==> config.mk <==
export PLATFORM = sky130hd
export DESIGN_NAME = cpu_phase_sequencer
export DESIGN_NICKNAME = d
export VERILOG_FILES = /design/src/rtl/cps_pkg.sv /design/src/rtl/cpu_phase_sequencer.sv /design/src/rtl/cps_front.sv /design/src/rtl/cps_queue.sv /design/src/rtl/cps_back.sv
export SDC_FILE = /design/constraint.sdc
export NUM_CORES = 1
export LEC_CHECK = 0
export ABC_AREA = 1
export BUFFER_PORTS_ARGS = -buffer_cell sky130_fd_sc_hd__buf_2
export CORE_ASPECT_RATIO = 1.5
export CORE_MARGIN = 2
export CORE_UTILIZATION = 45
export DETAILED_ROUTE_END_ITERATION = 16
export HOLD_SLACK_MARGIN = 0.03
export PLACE_DENSITY = 0.58
export SLEW_MARGIN = 20
export SYNTH_ARGS = -nofsm -noshare
export SYNTH_HDL_FRONTEND = slang
export SYNTH_SLANG_ARGS = --single-unit
==> constraint.sdc <==
create_clock -name aclk -period 8.58 [get_ports aclk]
set_input_delay 0.429 -clock aclk [delete_from_list [all_inputs] [get_ports aclk]]
set_output_delay 0.429 -clock aclk [all_outputs]
set_load 0.02 [all_outputs]
==> src/rtl/cps_pkg.sv <==
// Shared types and constants for the CPU phase sequencer.
// Used by every module of the block; depends on nothing.
package cps_pkg;

    localparam int TIMER_BITS = 20;
    localparam int SUM_W      = 33;
    localparam int CFG_IDX_W  = 4;
    localparam int CFG_W      = 20;
    localparam int BTN_W      = 2;

    localparam logic [CFG_IDX_W-1:0] CFG_DEBOUNCE   = 4'd0;
    localparam logic [CFG_IDX_W-1:0] CFG_BOARD      = 4'd1;
    localparam logic [CFG_IDX_W-1:0] CFG_SLOW_STEP  = 4'd2;
    localparam logic [CFG_IDX_W-1:0] CFG_PACKET     = 4'd3;
    localparam logic [CFG_IDX_W-1:0] CFG_PULSE      = 4'd4;
    localparam logic [CFG_IDX_W-1:0] CFG_POST_PULSE = 4'd5;
    localparam logic [CFG_IDX_W-1:0] CFG_SETTLE     = 4'd6;
    localparam logic [CFG_IDX_W-1:0] CFG_ENTRY      = 4'd7;

    localparam logic [1:0] RUN_IDLE   = 2'd0;
    localparam logic [1:0] RUN_CONT   = 2'd1;
    localparam logic [1:0] RUN_CYCLE  = 2'd2;
    localparam logic [1:0] RUN_STEP   = 2'd3;

    localparam logic [BTN_W-1:0] BTN_NONE   = 2'd0;
    localparam logic [BTN_W-1:0] BTN_ACTION = 2'd1;
    localparam logic [BTN_W-1:0] BTN_CYCLE  = 2'd2;
    localparam logic [BTN_W-1:0] BTN_STEP   = 2'd3;

    localparam logic [2:0] LAST_PHASE = 3'd5;

    // Line bits: 0 pc_increment, 1 freeze_word, 2 op_freeze, 3 hold,
    // 4 register_override, 5 store.
    localparam logic [5:0] LINES_PULSE = 6'h10;
    localparam logic [5:0] PHASE_LINES [8] = '{
        6'h02, 6'h04, 6'h09, 6'h11, 6'h00, 6'h20, 6'h00, 6'h00
    };

    typedef struct packed {
        logic mode;
        logic act_press;
        logic cyc_press;
        logic stp_press;
        logic slow;
        logic brk;
    } item_t;

    typedef struct packed {
        logic [19:0] debounce;
        logic [9:0]  board;
        logic [19:0] slow_step;
        logic [9:0]  packet;
        logic [19:0] pulse;
        logic [19:0] post_pulse;
        logic [19:0] settle;
        logic [19:0] entry;
    } cfg_t;

endpackage

==> src/rtl/cpu_phase_sequencer.sv <==
// Top level of the CPU phase sequencer: timing registers, input stage, queue and sequencer.
// Depends on cps_pkg, cps_front, cps_queue and cps_back.
//
//   channel  direction  ports                         contents
//   s_       in         s_tvalid s_tready s_tdata     one tick of sampled pin levels
//   m_       out        m_tvalid m_tready m_tdata     control lines and run state for that tick
//   cfg_     in         cfg_valid cfg_ready cfg_index cfg_data   timing register write
//
// One tick is accepted every cycle while the result channel is not stalled; each tick yields one
// result, registered in turn by the input register, the queue and the sequencer's output register.
// Reset loads the default timings and starts the power-up pulse sequence.
// A stalled result holds the sequencer; the queue and input register absorb up to
// three further ticks before s_tready drops. Configuration writes are taken every cycle.
module cpu_phase_sequencer
    import cps_pkg::*;
(
    input  logic                 aclk,
    input  logic                 aresetn,
    input  logic                 s_tvalid,
    output logic                 s_tready,
    // Bits from 0: mode_level, action_level, cycle_level, step_level, delay_level,
    // break_level, then two zero bits.
    input  logic [7:0]           s_tdata,
    output logic                 m_tvalid,
    input  logic                 m_tready,
    // Bits from 0: pc_increment, freeze_word, op_freeze, hold, register_override,
    // store, run_state (two bits).
    output logic [7:0]           m_tdata,
    input  logic                 cfg_valid,
    output logic                 cfg_ready,
    input  logic [CFG_IDX_W-1:0] cfg_index,
    input  logic [CFG_W-1:0]     cfg_data
);

    cfg_t  cfg_reg;
    logic  front_valid;
    logic  front_ready;
    item_t front_item;
    logic  queue_valid;
    logic  queue_ready;
    item_t queue_item;

    assign cfg_ready = 1'b1;

    always_ff @(posedge aclk) begin
        if (!aresetn) begin
            cfg_reg.debounce   <= 20'd50000;
            cfg_reg.board      <= 10'd2;
            cfg_reg.slow_step  <= 20'd25000;
            cfg_reg.packet     <= 10'd12;
            cfg_reg.pulse      <= 20'd1000;
            cfg_reg.post_pulse <= 20'd10000;
            cfg_reg.settle     <= 20'd100000;
            cfg_reg.entry      <= 20'd500000;
        end else if (cfg_valid && cfg_ready) begin
            case (cfg_index)
                CFG_DEBOUNCE:   cfg_reg.debounce   <= cfg_data;
                CFG_BOARD:      cfg_reg.board      <= cfg_data[9:0];
                CFG_SLOW_STEP:  cfg_reg.slow_step  <= cfg_data;
                CFG_PACKET:     cfg_reg.packet     <= cfg_data[9:0];
                CFG_PULSE:      cfg_reg.pulse      <= cfg_data;
                CFG_POST_PULSE: cfg_reg.post_pulse <= cfg_data;
                CFG_SETTLE:     cfg_reg.settle     <= cfg_data;
                CFG_ENTRY:      cfg_reg.entry      <= cfg_data;
                default: begin
                end
            endcase
        end
    end

    cps_front u_front (
        .aclk       (aclk),
        .aresetn    (aresetn),
        .s_tvalid   (s_tvalid),
        .s_tready   (s_tready),
        .s_tdata    (s_tdata),
        .item_valid (front_valid),
        .item_ready (front_ready),
        .item       (front_item)
    );

    cps_queue u_queue (
        .aclk     (aclk),
        .aresetn  (aresetn),
        .wr_valid (front_valid),
        .wr_ready (front_ready),
        .wr_item  (front_item),
        .rd_valid (queue_valid),
        .rd_ready (queue_ready),
        .rd_item  (queue_item)
    );

    cps_back u_back (
        .aclk       (aclk),
        .aresetn    (aresetn),
        .cfg        (cfg_reg),
        .item_valid (queue_valid),
        .item_ready (queue_ready),
        .item       (queue_item),
        .m_tvalid   (m_tvalid),
        .m_tready   (m_tready),
        .m_tdata    (m_tdata)
    );

endmodule

==> src/rtl/cps_front.sv <==
// Input stage: registers each pin sample and decodes it into press and request flags.
// Depends on cps_pkg.
module cps_front
    import cps_pkg::*;
(
    input  logic       aclk,
    input  logic       aresetn,
    input  logic       s_tvalid,
    output logic       s_tready,
    input  logic [7:0] s_tdata,
    output logic       item_valid,
    input  logic       item_ready,
    output item_t      item
);

    logic  valid_reg;
    item_t item_reg;

    assign s_tready   = !valid_reg || item_ready;
    assign item_valid = valid_reg;
    assign item       = item_reg;

    always_ff @(posedge aclk) begin
        if (!aresetn) begin
            valid_reg <= 1'b0;
        end else if (s_tvalid && s_tready) begin
            valid_reg          <= 1'b1;
            item_reg.mode      <= s_tdata[0];
            item_reg.act_press <= !s_tdata[1];
            item_reg.cyc_press <= !s_tdata[2];
            item_reg.stp_press <= !s_tdata[3];
            item_reg.slow      <= !s_tdata[4];
            item_reg.brk       <= !s_tdata[5];
        end else if (item_ready) begin
            valid_reg <= 1'b0;
        end
    end

endmodule

==> src/rtl/cps_queue.sv <==
// Two-entry queue of decoded samples between the input stage and the sequencer.
// Depends on cps_pkg.
module cps_queue
    import cps_pkg::*;
(
    input  logic  aclk,
    input  logic  aresetn,
    input  logic  wr_valid,
    output logic  wr_ready,
    input  item_t wr_item,
    output logic  rd_valid,
    input  logic  rd_ready,
    output item_t rd_item
);

    item_t      mem [2];
    logic       wr_ptr_reg;
    logic       rd_ptr_reg;
    logic [1:0] count_reg;
    logic       push;
    logic       pop;

    assign wr_ready = count_reg != 2'd2;
    assign rd_valid = count_reg != 2'd0;
    assign rd_item  = mem[rd_ptr_reg];
    assign push     = wr_valid && wr_ready;
    assign pop      = rd_valid && rd_ready;

    always_ff @(posedge aclk) begin
        if (push) begin
            mem[wr_ptr_reg] <= wr_item;
        end
    end

    always_ff @(posedge aclk) begin
        if (!aresetn) begin
            wr_ptr_reg <= 1'b0;
            rd_ptr_reg <= 1'b0;
            count_reg  <= 2'd0;
        end else begin
            if (push) begin
                wr_ptr_reg <= !wr_ptr_reg;
            end
            if (pop) begin
                rd_ptr_reg <= !rd_ptr_reg;
            end
            if (push && !pop) begin
                count_reg <= count_reg + 2'd1;
            end else if (pop && !push) begin
                count_reg <= count_reg - 2'd1;
            end
        end
    end

endmodule

==> src/rtl/cps_back.sv <==
// Sequencer: runs the power-up, manual, run, break and button qualification steps, one sample a cycle
// while its output is not stalled, and holds the result in an output register. Depends on cps_pkg.
module cps_back
    import cps_pkg::*;
(
    input  logic       aclk,
    input  logic       aresetn,
    input  cfg_t       cfg,
    input  logic       item_valid,
    output logic       item_ready,
    input  item_t      item,
    output logic       m_tvalid,
    input  logic       m_tready,
    output logic [7:0] m_tdata
);

    typedef enum logic [4:0] {
        ST_BOOT     = 5'd0,
        ST_PU_WAIT  = 5'd1,
        ST_PU_P1    = 5'd2,
        ST_PU_G1    = 5'd3,
        ST_PU_P2    = 5'd4,
        ST_PU_G2    = 5'd5,
        ST_TOP      = 5'd6,
        ST_LV_W1    = 5'd7,
        ST_LV_P     = 5'd8,
        ST_LV_W2    = 5'd9,
        ST_MAN_P    = 5'd10,
        ST_MAN_G    = 5'd11,
        ST_BRK      = 5'd12,
        ST_BRK_SET  = 5'd13,
        ST_ENTRY    = 5'd14,
        ST_SEL      = 5'd15,
        ST_PHASE    = 5'd16,
        ST_CONT_ACT = 5'd17,
        ST_SS_PH    = 5'd18,
        ST_SS_WAIT  = 5'd19,
        ST_QD1      = 5'd20,
        ST_QH       = 5'd21,
        ST_QD2      = 5'd22
    } step_t;

    typedef struct packed {
        step_t                 step;
        logic [TIMER_BITS-1:0] wait_cnt;
        logic [1:0]            run;
        logic [2:0]            phase;
        logic [BTN_W-1:0]      pend;
    } nx_t;

    localparam logic [SUM_W-1:0] TMASK = (SUM_W'(1) << TIMER_BITS) - SUM_W'(1);
    localparam logic [TIMER_BITS-1:0] W_ZERO = '0;

    function automatic logic [TIMER_BITS-1:0] sat_ticks(input logic [SUM_W-1:0] v);
        logic [TIMER_BITS-1:0] r;
        if (v > TMASK) begin
            r = TMASK[TIMER_BITS-1:0];
        end else begin
            r = v[TIMER_BITS-1:0];
        end
        return r;
    endfunction

    step_t                 step_reg;
    logic [TIMER_BITS-1:0] wait_reg;
    logic [1:0]            run_reg;
    logic [2:0]            phase_reg;
    logic                  prev_reg;
    logic [BTN_W-1:0]      pend_reg;
    logic                  m_valid_reg;
    logic [7:0]            m_data_reg;

    nx_t                   cur;
    nx_t                   nx;
    nx_t                   start_nx;
    nx_t                   sel_nx;
    nx_t                   disp_nx;
    nx_t                   entry_nx;
    nx_t                   qd_nx;
    logic                  prev_next;
    logic                  advance;
    logic                  released;
    logic                  qual_ok;
    logic [2:0]            pt_phase;
    logic [SUM_W-1:0]      pt_sum;
    logic [TIMER_BITS-1:0] w_pt;
    logic [TIMER_BITS-1:0] w_deb;
    logic [TIMER_BITS-1:0] w_pkt;
    logic [TIMER_BITS-1:0] w_pulse;
    logic [TIMER_BITS-1:0] w_post;
    logic [TIMER_BITS-1:0] w_settle;
    logic [TIMER_BITS-1:0] w_entry;
    logic [5:0]            lines;

    assign advance    = item_valid && (!m_valid_reg || m_tready);
    assign item_ready = advance;
    assign m_tvalid   = m_valid_reg;
    assign m_tdata    = m_data_reg;

    assign w_deb    = sat_ticks(SUM_W'(cfg.debounce));
    assign w_pkt    = sat_ticks(SUM_W'(cfg.packet));
    assign w_pulse  = sat_ticks(SUM_W'(cfg.pulse));
    assign w_post   = sat_ticks(SUM_W'(cfg.post_pulse));
    assign w_settle = sat_ticks(SUM_W'(cfg.settle));
    assign w_entry  = sat_ticks(SUM_W'(cfg.entry));

    always_comb begin
        pt_phase = (step_reg == ST_PHASE) ? phase_reg + 3'd1 : 3'd0;
        pt_sum   = SUM_W'(cfg.board) + (item.slow ? SUM_W'(cfg.slow_step) : '0);
        if (pt_phase < 3'd2) begin
            pt_sum = pt_sum + SUM_W'(cfg.packet[9:1]);
        end else if (pt_phase == LAST_PHASE) begin
            pt_sum = pt_sum + SUM_W'(cfg.packet);
        end
        w_pt = sat_ticks(pt_sum);
    end

    always_comb begin
        case (pend_reg)
            BTN_ACTION: released = !item.act_press;
            BTN_CYCLE:  released = !item.cyc_press;
            BTN_STEP:   released = !item.stp_press;
            default:    released = 1'b1;
        endcase
        qual_ok = released && (step_reg == ST_QD2);
    end

    always_comb begin
        cur = '{step: step_reg, wait_cnt: wait_reg, run: run_reg,
                phase: phase_reg, pend: pend_reg};

        start_nx       = cur;
        start_nx.phase = 3'd0;
        if (run_reg == RUN_STEP) begin
            start_nx.step     = ST_SS_PH;
            start_nx.wait_cnt = w_pkt;
        end else begin
            start_nx.step     = ST_PHASE;
            start_nx.wait_cnt = w_pt;
        end

        sel_nx          = cur;
        sel_nx.step     = ST_QD1;
        sel_nx.wait_cnt = w_deb;
        if (item.act_press) begin
            sel_nx.pend = BTN_ACTION;
        end else if (item.cyc_press) begin
            sel_nx.pend = BTN_CYCLE;
        end else if (item.stp_press) begin
            sel_nx.pend = BTN_STEP;
        end else begin
            sel_nx.step     = ST_TOP;
            sel_nx.wait_cnt = W_ZERO;
        end

        disp_nx = (run_reg == RUN_IDLE) ? sel_nx : start_nx;

        entry_nx = disp_nx;
        if (!prev_reg) begin
            entry_nx          = cur;
            entry_nx.step     = ST_ENTRY;
            entry_nx.wait_cnt = w_entry;
        end

        qd_nx          = cur;
        qd_nx.pend     = BTN_NONE;
        qd_nx.wait_cnt = W_ZERO;
        if (run_reg == RUN_STEP) begin
            if (!qual_ok) begin
                qd_nx.step = ST_SS_WAIT;
            end else if (phase_reg < LAST_PHASE) begin
                qd_nx.phase    = phase_reg + 3'd1;
                qd_nx.step     = ST_SS_PH;
                qd_nx.wait_cnt = w_pkt;
            end else begin
                qd_nx.run   = RUN_IDLE;
                qd_nx.phase = 3'd0;
                qd_nx.step  = ST_TOP;
            end
        end else if (run_reg != RUN_IDLE) begin
            if (qual_ok) begin
                qd_nx.run   = RUN_IDLE;
                qd_nx.phase = 3'd0;
                qd_nx.step  = ST_TOP;
            end else begin
                qd_nx.step = ST_CONT_ACT;
            end
        end else if (!prev_reg) begin
            if (qual_ok) begin
                qd_nx.step     = ST_MAN_P;
                qd_nx.wait_cnt = w_pulse;
            end else begin
                qd_nx.step = ST_TOP;
            end
        end else if (qual_ok) begin
            qd_nx.run = pend_reg;
            if (pend_reg == BTN_NONE) begin
                qd_nx.step = ST_TOP;
            end else begin
                qd_nx.phase = 3'd0;
                if (pend_reg == BTN_STEP) begin
                    qd_nx.step     = ST_SS_PH;
                    qd_nx.wait_cnt = w_pkt;
                end else begin
                    qd_nx.step     = ST_PHASE;
                    qd_nx.wait_cnt = w_pt;
                end
            end
        end else begin
            qd_nx.step = ST_SEL;
        end
    end

    always_comb begin
        nx        = cur;
        prev_next = prev_reg;
        if (wait_reg != W_ZERO) begin
            nx.wait_cnt = wait_reg - TIMER_BITS'(1);
        end else begin
            unique case (step_reg)
                ST_BOOT: begin
                    nx.step = ST_PU_WAIT; nx.wait_cnt = w_entry;
                end
                ST_PU_WAIT: begin
                    nx.step = ST_PU_P1; nx.wait_cnt = w_pulse;
                end
                ST_PU_P1: begin
                    nx.step = ST_PU_G1; nx.wait_cnt = w_post;
                end
                ST_PU_G1: begin
                    nx.step = ST_PU_P2; nx.wait_cnt = w_pulse;
                end
                ST_PU_P2: begin
                    nx.step = ST_PU_G2; nx.wait_cnt = w_settle;
                end
                ST_LV_W1: begin
                    nx.step = ST_LV_P; nx.wait_cnt = w_pulse;
                end
                ST_LV_P: begin
                    nx.step = ST_LV_W2; nx.wait_cnt = w_settle;
                end
                ST_LV_W2: begin
                    prev_next = 1'b0;
                    if (item.act_press) begin
                        nx.step = ST_QD1; nx.wait_cnt = w_deb; nx.pend = BTN_ACTION;
                    end else begin
                        nx.step = ST_TOP;
                    end
                end
                ST_MAN_P: begin
                    nx.step = ST_MAN_G; nx.wait_cnt = w_post;
                end
                ST_BRK: begin
                    if (!item.brk) begin
                        nx = entry_nx;
                    end else begin
                        nx.run = RUN_IDLE; nx.step = ST_BRK_SET; nx.wait_cnt = w_settle;
                    end
                end
                ST_BRK_SET: nx = entry_nx;
                ST_ENTRY: begin
                    prev_next = 1'b1;
                    nx        = disp_nx;
                end
                ST_SEL: nx = sel_nx;
                ST_PHASE: begin
                    if (phase_reg < LAST_PHASE) begin
                        nx.phase = phase_reg + 3'd1; nx.wait_cnt = w_pt;
                    end else if (run_reg == RUN_CONT) begin
                        if (item.act_press) begin
                            nx.step = ST_QD1; nx.wait_cnt = w_deb; nx.pend = BTN_ACTION;
                        end else begin
                            nx.step = ST_CONT_ACT;
                        end
                    end else begin
                        nx.run = RUN_IDLE; nx.phase = 3'd0; nx.step = ST_TOP;
                    end
                end
                ST_CONT_ACT: begin
                    if (item.act_press) begin
                        nx.step = ST_QD1; nx.wait_cnt = w_deb; nx.pend = BTN_ACTION;
                    end else begin
                        nx.phase = 3'd0; nx.step = ST_TOP;
                    end
                end
                ST_SS_PH: nx.step = ST_SS_WAIT;
                ST_SS_WAIT: begin
                    if (item.stp_press) begin
                        nx.step = ST_QD1; nx.wait_cnt = w_deb; nx.pend = BTN_STEP;
                    end
                end
                ST_QD1: begin
                    if (released) begin
                        nx = qd_nx;
                    end else begin
                        nx.step = ST_QH;
                    end
                end
                ST_QH: begin
                    if (released) begin
                        nx.step = ST_QD2; nx.wait_cnt = w_deb;
                    end
                end
                ST_QD2: nx = qd_nx;
                default: begin
                    if (!item.mode) begin
                        nx.run   = RUN_IDLE;
                        nx.phase = 3'd0;
                        if (prev_reg) begin
                            nx.step = ST_LV_W1; nx.wait_cnt = w_settle;
                        end else if (item.act_press) begin
                            nx.step = ST_QD1; nx.wait_cnt = w_deb; nx.pend = BTN_ACTION;
                        end else begin
                            nx.step = ST_TOP;
                        end
                    end else if (item.brk && run_reg != RUN_IDLE) begin
                        nx.step = ST_BRK; nx.wait_cnt = w_deb;
                    end else begin
                        nx = entry_nx;
                    end
                end
            endcase
        end
    end

    always_comb begin
        case (nx.step)
            ST_PU_P1, ST_PU_P2, ST_LV_P, ST_MAN_P: lines = LINES_PULSE;
            ST_PHASE, ST_CONT_ACT, ST_SS_PH, ST_SS_WAIT, ST_QD1, ST_QH, ST_QD2:
                lines = (nx.run != RUN_IDLE) ? PHASE_LINES[nx.phase] : 6'h00;
            default: lines = 6'h00;
        endcase
    end

    always_ff @(posedge aclk) begin
        if (!aresetn) begin
            step_reg    <= ST_BOOT;
            wait_reg    <= W_ZERO;
            run_reg     <= RUN_IDLE;
            phase_reg   <= 3'd0;
            prev_reg    <= 1'b0;
            pend_reg    <= BTN_NONE;
            m_valid_reg <= 1'b0;
        end else if (advance) begin
            step_reg    <= nx.step;
            wait_reg    <= nx.wait_cnt;
            run_reg     <= nx.run;
            phase_reg   <= nx.phase;
            prev_reg    <= prev_next;
            pend_reg    <= nx.pend;
            m_valid_reg <= 1'b1;
            m_data_reg  <= {nx.run, lines};
        end else if (m_tready) begin
            m_valid_reg <= 1'b0;
        end
    end

endmodule
* Word level (Yosys, flattened, before mapping) *
Memories as Yosys holds them, arrays and structs flattened. A register that Yosys moved wholly into a read port is not among the register bits.
Index checks and enable logic that the tools add are counted.

word-level totals
  register bits after elaboration = 193
  latch bits = 0
  bits in writable memories = 12
  ROM bits = 48
  input port bits = 37
  output and inout port bits = 11
  memories kept = 2

memory list
  name              words  width  read ports  clocked after memory_dff  write ports  RTL line         source
  (name not given)  8      6      1           0                         0            cps_back.sv:330  lines = (nx.run != RUN_IDLE) ? PHASE_LINES[nx.phase] : 6'h00;
  u_queue.mem       2      6      1           1                         1            cps_queue.sv:16  item_t mem [2];

operators by class
  add/subtract/negate cells = 7
  $mul = 0
  divide/modulo/power cells = 0
  $lt $le $gt $ge = 4
  eq/ne operators = 55
  shift-type cells = 0
  muxes and demuxes = 93
  bitwise operators = 3
  reduce and logical (&&, ||, !) cells = 58

operators with widths
  operator                 number
  $mux W25                 18
  $pmux W20 S15            1
  $mux W20                 9
  $mux W32                 3
  $pmux W5 S19             1
  $mux W5                  16
  $eq A5 B5 Y1 const B     14
  $mux W33                 2
  $mux W27                 2
  $eq A5 B4 Y1 const B     9
  $mux W22                 2
  $add A10 B33 Y33         1
  $add A33 B10 Y33         1
  $add A33 B9 Y33          1
  $gt A33 B20 Y1 const B   1
  $mux W30                 1
  $pmux W3 S8              1
  $mux W2                  11
  $pmux W2 S10             1
  $reduce_and A2 Y1        10
  $reduce_bool A20 Y1      1
  $sub A20 B1 Y20 const B  1
  $mux W3                  6
  $mux W6                  3
  other kinds (48)         104

* Logic depth before layout (Yosys ltp) *
Gate-level depths: netlist (run 1).

  depth in word-level cells = 30
  depth in mapped cells = 38

* Modules after synthesis *
A second synthesis (run 1) with hierarchy kept.

unflattened totals
  cell total of the unflattened synthesis = 2740
  area total of the unflattened synthesis = 16464.5 sq um

by module, submodules not included
  module               times used  cells an instance  area each (sq um)
  cps_back             1           1889               10088.4
  cpu_phase_sequencer  1           777                5444.0
  cps_queue            1           56                 684.4
  cps_front            1           18                 247.7

* Worst setup path after synthesis (run 1) *
No wires, ideal clock.

  path kind = flip-flop to flip-flop
  start = reg with a tool-made name
  end = reg u_back.wait_reg[15]
  data arrival time = 4224 ps
  data required time = 8514 ps
  slack = 4290 ps
  cell stages (with the launch flop) = 34
  cell sequence = dfxtp_1 -> buf_6 -> nand2_1 -> nand2_4 -> buf_1 -> nor2_1 -> ha_1 -> inv_1 -> fa_1 -> inv_1 -> a31oi_1 -> o21ai_0 -> a21oi_1 -> xnor2_1 -> ha_1 -> nand2_1 -> nor2_1 -> nand3_1 -> o2111ai_1 -> nand2_2 -> nand2_4 -> nand2_2 -> nor2_4 -> nand3_2 -> nand2_4 -> inv_4 -> buf_12 -> nand2_4 -> nand2_2 -> o211ai_2 -> nand3_2 -> a21oi_1 -> nand2_1 -> a21oi_2

RTL lines
  element               RTL line         source
  to (signal assigned)  cps_back.sv:346  wait_reg <= nx.wait_cnt;
  to (decl)             cps_back.sv:65   logic [TIMER_BITS-1:0] wait_reg;

==> metrics.txt, run 1 <==
Core Box Area 33,400 sq um; slew at the pin with the worst max-slew slack 1.23 ns; hold_sp s_tdata[0]; WP data required 9.02 ns; number of synthesized flops with an enable pin 26; area delta synth->final 8.94%; Worst EP arrival 5.93 ns; run status finished, final reports clean; total of max-cap violations 0; first-pass GRT wire length 95.8 mm; TritonCTS Buffers 25; Fin Clk Skew 0.0275 ns; Die Ht 229 microns; Setup Viol. Count Final 0; IO Port Bufs 44; RR Endpoint u_back.wait_reg[9]$_SDFFE_PN0P_; # hold bufs at CTS 0; Worst path slowest cell dfxtp_1; Comb power frac 0.589; fin util 0.497; Final HPWL DP 44.3 mm; min-delay worst type input port to register; Total GRT Usage 0.353; Max stage delay on crit path 0.60 ns; fin nets 2,477; CTS root buffer clkbuf_16; H-tree depth reported by CTS 1; first-iteration detailed-routing DRC count 1,782; deepest clock path buffer count 3; crit path max fanout 17; Setup crit end kind register; Avg Cell Area, Syn 6.33 sq um; TritonCTS clock tree yes; Seq/Total Area, Yosys 0.287; ys async rst share 0; Detailed Route WL 63.4 mm; post-route DRC violation count 0; cell depth of the worst hold path 1; DR vias 17.0k; IO Pins 48; number of global-route vias before repair 16.5k; Sw Share 0.525; Post-CTS Setup Repair Bufs 0; Placer Congestion 0.950; layout cells sized above 1 0.0965; main flop type after synthesis dfxtp_1; antenna cells 0; P_int 2.65 mW; DIE AREA 35,400 sq um; final hold violations 0; Starting Density 0.456; row count 82; TritonCTS sink count 206; Switching Power 2.92 mW; Max rail drop VDD 174 uV; fmax 182 MHz; Largest register FFs 140; R2R depth 32; clock share of power 0.194; sequential power share 0.216; post-synthesis net count 2,488; Die W 154 microns; Slew Limit Fails 0; DRT Pass-1 Iters 9; min Tclk post-route 5.49 ns; R2R Setup Slk 3.09 ns; worst-skew pair later-pin latency 0.56 ns; Vias/cell 6.00; Synth Register Bits 206; GRT Residual Overflow 0; final-layout fill cell count 3,530; Clock Pin Slew Worst Setup and Hold Paths 0.06 ns; most used cell, CP nand2_1; Worst Hold Path EP u_front.item[5]$_DFFE_PP_; relative slew slack 0.181; Ys Warns 0; RSZ-0062 raised after global routing no; pin count of the biggest net entering global routing 68; crit path launch type register; per-cell routed wire length 22.4 microns; Power Density 335 nW/um^2; Netlist Area Pre-Place 15,300 sq um; Pleak 7.29 nW; period utilisation layout 0.639; WS Path Type register to register; Setup TNS 0 ns; Unique masters post-synth 66; Cells after Synth 2,409; post_cts resized 0; initial antenna violation count 0; Routed Antenna Nets 0
how the worst max path moves through the flow:
stage | startpoint | endpoint | slack [ns] | cells past startpoint
after detailed placement | register | u_back.wait_reg[9]$_SDFFE_PN0P_ | 3.21 | 32
after global placement | register | u_back.wait_reg[9]$_SDFFE_PN0P_ | 3.25 | 32
final | register | u_back.wait_reg[9]$_SDFFE_PN0P_ | 3.09 | 32
after CTS | register | u_back.wait_reg[9]$_SDFFE_PN0P_ | 3.21 | 32
after global routing | register | u_back.wait_reg[1]$_SDFFE_PN0P_ | 2.67 | 32
after floorplan | register | u_back.wait_reg[15]$_SDFFE_PN0P_ | 4.29 | 33
layout make-up:
class / count / area (sq um) / area share
clock buffers: 31 / 678 / 0.0408
clock inverters: 13 / 138 / 0.00828
inverters: 264 / 1000 / 0.0604
multi-input cells: 1822 / 9400 / 0.566
flip-flops and latches: 206 / 4380 / 0.264
well taps: 420 / 526 / 0.0316
repair buffers: 79 / 485 / 0.0292
Yosys cell counts, types with 4 or more instances:
| master | instances | share of area |
|---|---|---|
| a2111oi_0 | 13 | 0.0075 |
| a211oi_1 | 17 | 0.0084 |
| a21oi_1 | 199 | 0.065 |
| a21oi_2 | 4 | 0.0023 |
| a221oi_1 | 4 | 0.0023 |
| a22oi_1 | 12 | 0.0059 |
| a31oi_1 | 8 | 0.0033 |
| buf_1 | 6 | 0.0015 |
| buf_2 | 10 | 0.0033 |
| clkbuf_1 | 97 | 0.024 |
| clkinv_1 | 5 | 0.0012 |
| dfxtp_1 | 180 | 0.24 |
| edfxtp_1 | 26 | 0.051 |
| ha_1 | 39 | 0.032 |
| inv_1 | 238 | 0.059 |
| inv_2 | 17 | 0.0042 |
| nand2_1 | 473 | 0.12 |
| nand2_2 | 19 | 0.0078 |
| nand2_4 | 12 | 0.0089 |
| nand3_1 | 175 | 0.057 |
| nand3_2 | 10 | 0.0066 |
| nand4_1 | 16 | 0.0066 |
| nor2_1 | 310 | 0.076 |
| nor2_2 | 8 | 0.0033 |
| nor2_4 | 7 | 0.0052 |
| nor3_1 | 28 | 0.0092 |
| nor4_1 | 8 | 0.0033 |
| o2111ai_1 | 11 | 0.0063 |
| o211ai_1 | 29 | 0.014 |
| o211ai_2 | 4 | 0.0033 |
| o21ai_0 | 282 | 0.093 |
| o21ai_1 | 15 | 0.0049 |
| o21bai_1 | 5 | 0.0025 |
| o22ai_1 | 24 | 0.0098 |
| o311ai_0 | 4 | 0.0023 |
| or2_2 | 14 | 0.0057 |
| xnor2_1 | 10 | 0.0057 |
| xor2_1 | 27 | 0.016 |
stage by stage:
stage          power [mW]  hold WS [ns]  instance area (sq um)  worst slack, ns  instances
6_report             5.56        0.0639                  16600             3.09       2835
2_1_floorplan        3.36         0.421                  15300             4.29       2409
5_1_grt              5.89        0.0600                  16600             2.67       2835
3_5_place_dp         4.38         0.432                  15800             3.21       2791
3_3_place_gp         4.35         0.429                  15800             3.25       2791
4_1_cts              5.47        0.0482                  16600             3.21       2835
logic make-up after synthesis:
logic type / after synthesis / synth area share
fa+ha+maj: 42 / 0.0359
buf+inv: 381 / 0.0975
simple gates: 1088 / 0.313
xor+xnor: 38 / 0.0223
other cells: 1 / 0.000246
flops: 206 / 0.287
compound gates: 652 / 0.243
mux: 1 / 0.000656
worst max-delay path, delay by kind of cell (launching register included):
kind,cells,cell delay (ns)
AND/OR/NAND/NOR,18,1.99
adder cells (fa/ha/maj),3,0.91
XOR/XNOR,1,0.29
flip-flops,1,0.60
buffers and inverters,5,0.56
AO/OA/AOI/OAI,5,0.97
per-layer routing:
| layer | vias up | GRT usage | wire length, microns |
|---|---|---|---|
| met5 | - | 0 | 0 |
| met4 | 0 | 0.236 | 4800 |
| met3 | 257 | 0.0541 | 4890 |
| met2 | 818 | 0.596 | 29500 |
| met1 | 7852 | 0.411 | 24300 |
| li1 | 8074 | - | - |
power by group through the flow:
| stage | sequential [mW] | clock (mW) | combinational [mW] |
|---|---|---|---|
| CTS | 1.20 | 1.10 | 3.17 |
| global placement | 1.22 | 0 | 3.13 |
| detailed placement | 1.22 | 0 | 3.16 |
| global route | 1.22 | 1.14 | 3.53 |
| finish | 1.20 | 1.08 | 3.28 |
| floorplan | 1.18 | 0 | 2.17 |
cell usage in the layout (no fill, tap or decap), types with 5 or more instances in the layout:
| cell type | instances |
|---|---|
| nand4_1 | 16 |
| a211oi_1 | 17 |
| a2111oi_0 | 13 |
| dfxtp_1 | 180 |
| o21bai_1 | 5 |
| o22ai_1 | 24 |
| nand2_4 | 12 |
| o2111ai_1 | 11 |
| o21ai_1 | 14 |
| nor2_2 | 11 |
| xor2_1 | 27 |
| nand3_1 | 175 |
| clkinv_2 | 6 |
| xnor2_1 | 10 |
| o211ai_1 | 29 |
| inv_1 | 237 |
| or2_2 | 14 |
| edfxtp_1 | 26 |
| a22oi_1 | 12 |
| clkinv_1 | 6 |
| buf_2 | 43 |
| ha_1 | 39 |
| buf_4 | 36 |
| nor2_1 | 307 |
| o21ai_0 | 282 |
| nor2_4 | 7 |
| nor4_1 | 8 |
| nor3_1 | 28 |
| inv_2 | 17 |
| nand2_2 | 19 |
| a21oi_1 | 199 |
| clkbuf_16 | 25 |
| a31oi_1 | 8 |
| nand2_1 | 473 |
| nand3_2 | 10 |
Power figures use the tool's default switching activity.
==> run 2, diff against run 1 <==
- PLACE_DENSITY: 0.58 -> 0.6
- clock period: 8.58 -> 4.9 ns (I/O delays scaled with it)
==> metrics.txt, run 2 (same netlist as run 1, synthesis figures left out) <==
first-iteration detailed-routing DRC count 1,413 (-21%); Worst Hold Path EP cfg_reg[11]$_SDFFE_PN0P_; H-tree depth reported by CTS 1 (unchanged); RSZ-0062 raised after global routing no; deepest clock path buffer count 3 (unchanged); most common cell after layout, fill and taps aside nand2_1; DIE AREA 35,400 sq um (unchanged); most frequent cells in the layout 467 x nand2_1, 305 x nor2_1, 280 x o21ai_0; crit path launch type register; DR vias 17.2k (+0.98%); IO Port Bufs 44 (unchanged); Setup Viol. Count Final 0 (unchanged); Fin Clk Skew 0.0240 ns (-0.00350 ns); min-delay worst type input port to register; Routed Antenna Nets 0 (unchanged); R2R Setup Slk 0.37 ns (-2.73 ns); total of max-cap violations 0 (unchanged); hold_sp cfg_data[11]; pin count of the biggest net entering global routing 91 (+34%); Core Box Area 33,400 sq um (unchanged); worst-skew pair later-pin latency 0.56 ns (about the same); Post-CTS Setup Repair Bufs 0 (unchanged); RR Endpoint u_back.wait_reg[13]$_SDFFE_PN0P_; final instance area 17,100 sq um (+2.7%); fmax 221 MHz (+21%); min Tclk post-route 4.53 ns (-0.953 ns); Largest register FFs 140 (unchanged); fin util 0.510 (+0.0133); DRT Pass-1 Iters 7 (-2); final hold violations 0 (unchanged); cell depth of the worst hold path 3 (+2); Worst path slowest cell dfxtp_4; number of global-route vias before repair 16.5k (+0.27%); layout cells sized above 1 0.112 (+0.0156); period utilisation layout 0.925 (+0.286); Pleak 7.48 nW (+2.6%); GRT Residual Overflow 0 (unchanged); Setup crit end kind register; TritonCTS clock tree yes; relative slew slack 0.234 (+0.0526); Power Density 574 nW/um^2 (+71%); wl on met1 23.0 mm (-5.1%); WP data required 5.40 ns (-3.62 ns); IO Pins 48 (unchanged); Placer Congestion 0.983 (+3.5%); Starting Density 0.456 (unchanged); row count 82 (unchanged); met3 routed WL 4.93 mm (+0.76%); first-pass GRT wire length 94.9 mm (-0.97%); Max rail drop VDD 372 uV (+110%); top layer in use met4; Total GRT Usage 0.348 (-0.00430); Worst EP arrival 5.03 ns (-0.90 ns); crit path buf inv count 4 (-1); most used cell, CP nand2_1; CTS root buffer clkbuf_16; initial antenna violation count 0 (unchanged); TritonCTS sink count 206 (unchanged); DP Worst Slack 0.0587 ns (-3.15 ns); run status finished, final reports clean; Clock Pin Slew Worst Setup and Hold Paths 0.07 ns (about the same); DP Area 16,000 sq um (+1.2%); per-cell routed wire length 21.9 microns (-2.0%); setup ws final 0.368 ns (-2.73 ns); antenna cells 0 (unchanged); Final HPWL DP 44.2 mm (-0.25%); post-route DRC violation count 0 (unchanged); Max stage delay on crit path 0.42 ns (-0.18 ns); slew at the pin with the worst max-slew slack 1.15 ns (-0.0788 ns); R2R depth 31 (-3.1%); Die W 154 microns (unchanged); Slew Limit Fails 0 (unchanged); fin nets 2,516 (+1.6%); Detailed Route WL 63.0 mm (-0.64%); WS Path Type register to register; area delta synth->final 11.9%; TritonCTS Buffers 24 (-4.0%); Setup TNS 0 ns (unchanged); routed length on met2 29.7 mm (+0.78%); top cell family by delay on the critical path simple AND/OR/NAND/NOR gates; Vias/cell 5.97 (-0.39%); crit path max fanout 7 (-10); Die Ht 229 microns (unchanged)
[run 2: cell types whose count changed in the layout (fill, tap and decap cells not counted), moves of 3 or more]
| cell | before | now |
|---|---|---|
| buf_4 | 36 | 57 |
| dlygate4sd3_1 | 0 | 16 |
| nand2_1 | 473 | 467 |
| nand2_2 | 19 | 25 |
| a21oi_1 | 199 | 196 |
| a21oi_2 | 4 | 7 |
| clkinv_2 | 6 | 3 |
[run 2: layout make-up]
class	count	area, sq um
Clock inverter	10	92.6
Sequential cell	206	4390
Multi-Input combinational cell	1822	9500
Timing Repair Buffer	119	850
Inverter	264	1010
Clock buffer	33	687
Fill cell	3481	16400
Tap cell	420	526
[run 2: stage by stage]
| step | power (mW) | hold WS (ns) | instances |
|---|---|---|---|
| after floorplan | 5.88 | 0.344 | 2409 |
| after global placement | 7.72 | 0.430 | 2815 |
| after detailed placement | 7.75 | 0.429 | 2815 |
| after CTS | 9.58 | 0.0319 | 2874 |
| after global routing | 10.3 | 0.0466 | 2874 |
| final | 9.79 | 0.0465 | 2874 |
[run 2: tightest hold or removal path, cell delays in order]
cell and delay, ns:
buf_2 0.16, nor2_1 0.11, nor2_1 0.05
[run 2: repair_timing]
| item | CTS | global route |
|---|---|---|
| endpoints found under the setup margin | 0 | 20 |
| endpoints found under the hold margin | 35 | 0 |
| hold buffers | 16 | 0 |
| gates resized for setup | 0 | 33 |
[run 2: worst max path at each step]
stage,start,to,slack [ns],cells past startpoint
floorplan,register,u_back.wait_reg[15]$_SDFFE_PN0P_,0.61,33
global route,u_queue.mem[0][1]$_DFFE_PP_,u_back.wait_reg[19]$_SDFFE_PN0P_,0.003,31
finish,register,u_back.wait_reg[13]$_SDFFE_PN0P_,0.37,31
detailed placement,register,u_back.wait_reg[15]$_SDFFE_PN0P_,0.06,30
CTS,register,u_back.wait_reg[15]$_SDFFE_PN0P_,0.03,30
global placement,register,u_back.wait_reg[15]$_SDFFE_PN0P_,0.11,30
[run 2: per-layer routing]
layer,up-vias,track usage
met5,-,0
met4,0,0.253
met3,299,0.0577
met2,821,0.600
met1,7906,0.386
li1,8141,-
[run 2: power breakdown]
| group | switching (mW) | internal [mW] | leakage [nW] |
|---|---|---|---|
| combinational | 4.10 | 1.77 | 5.39 |
| clock | 0.804 | 0.997 | 0.381 |
| sequential | 0.213 | 1.90 | 1.71 |
| total | 5.12 | 4.67 | 7.48 |
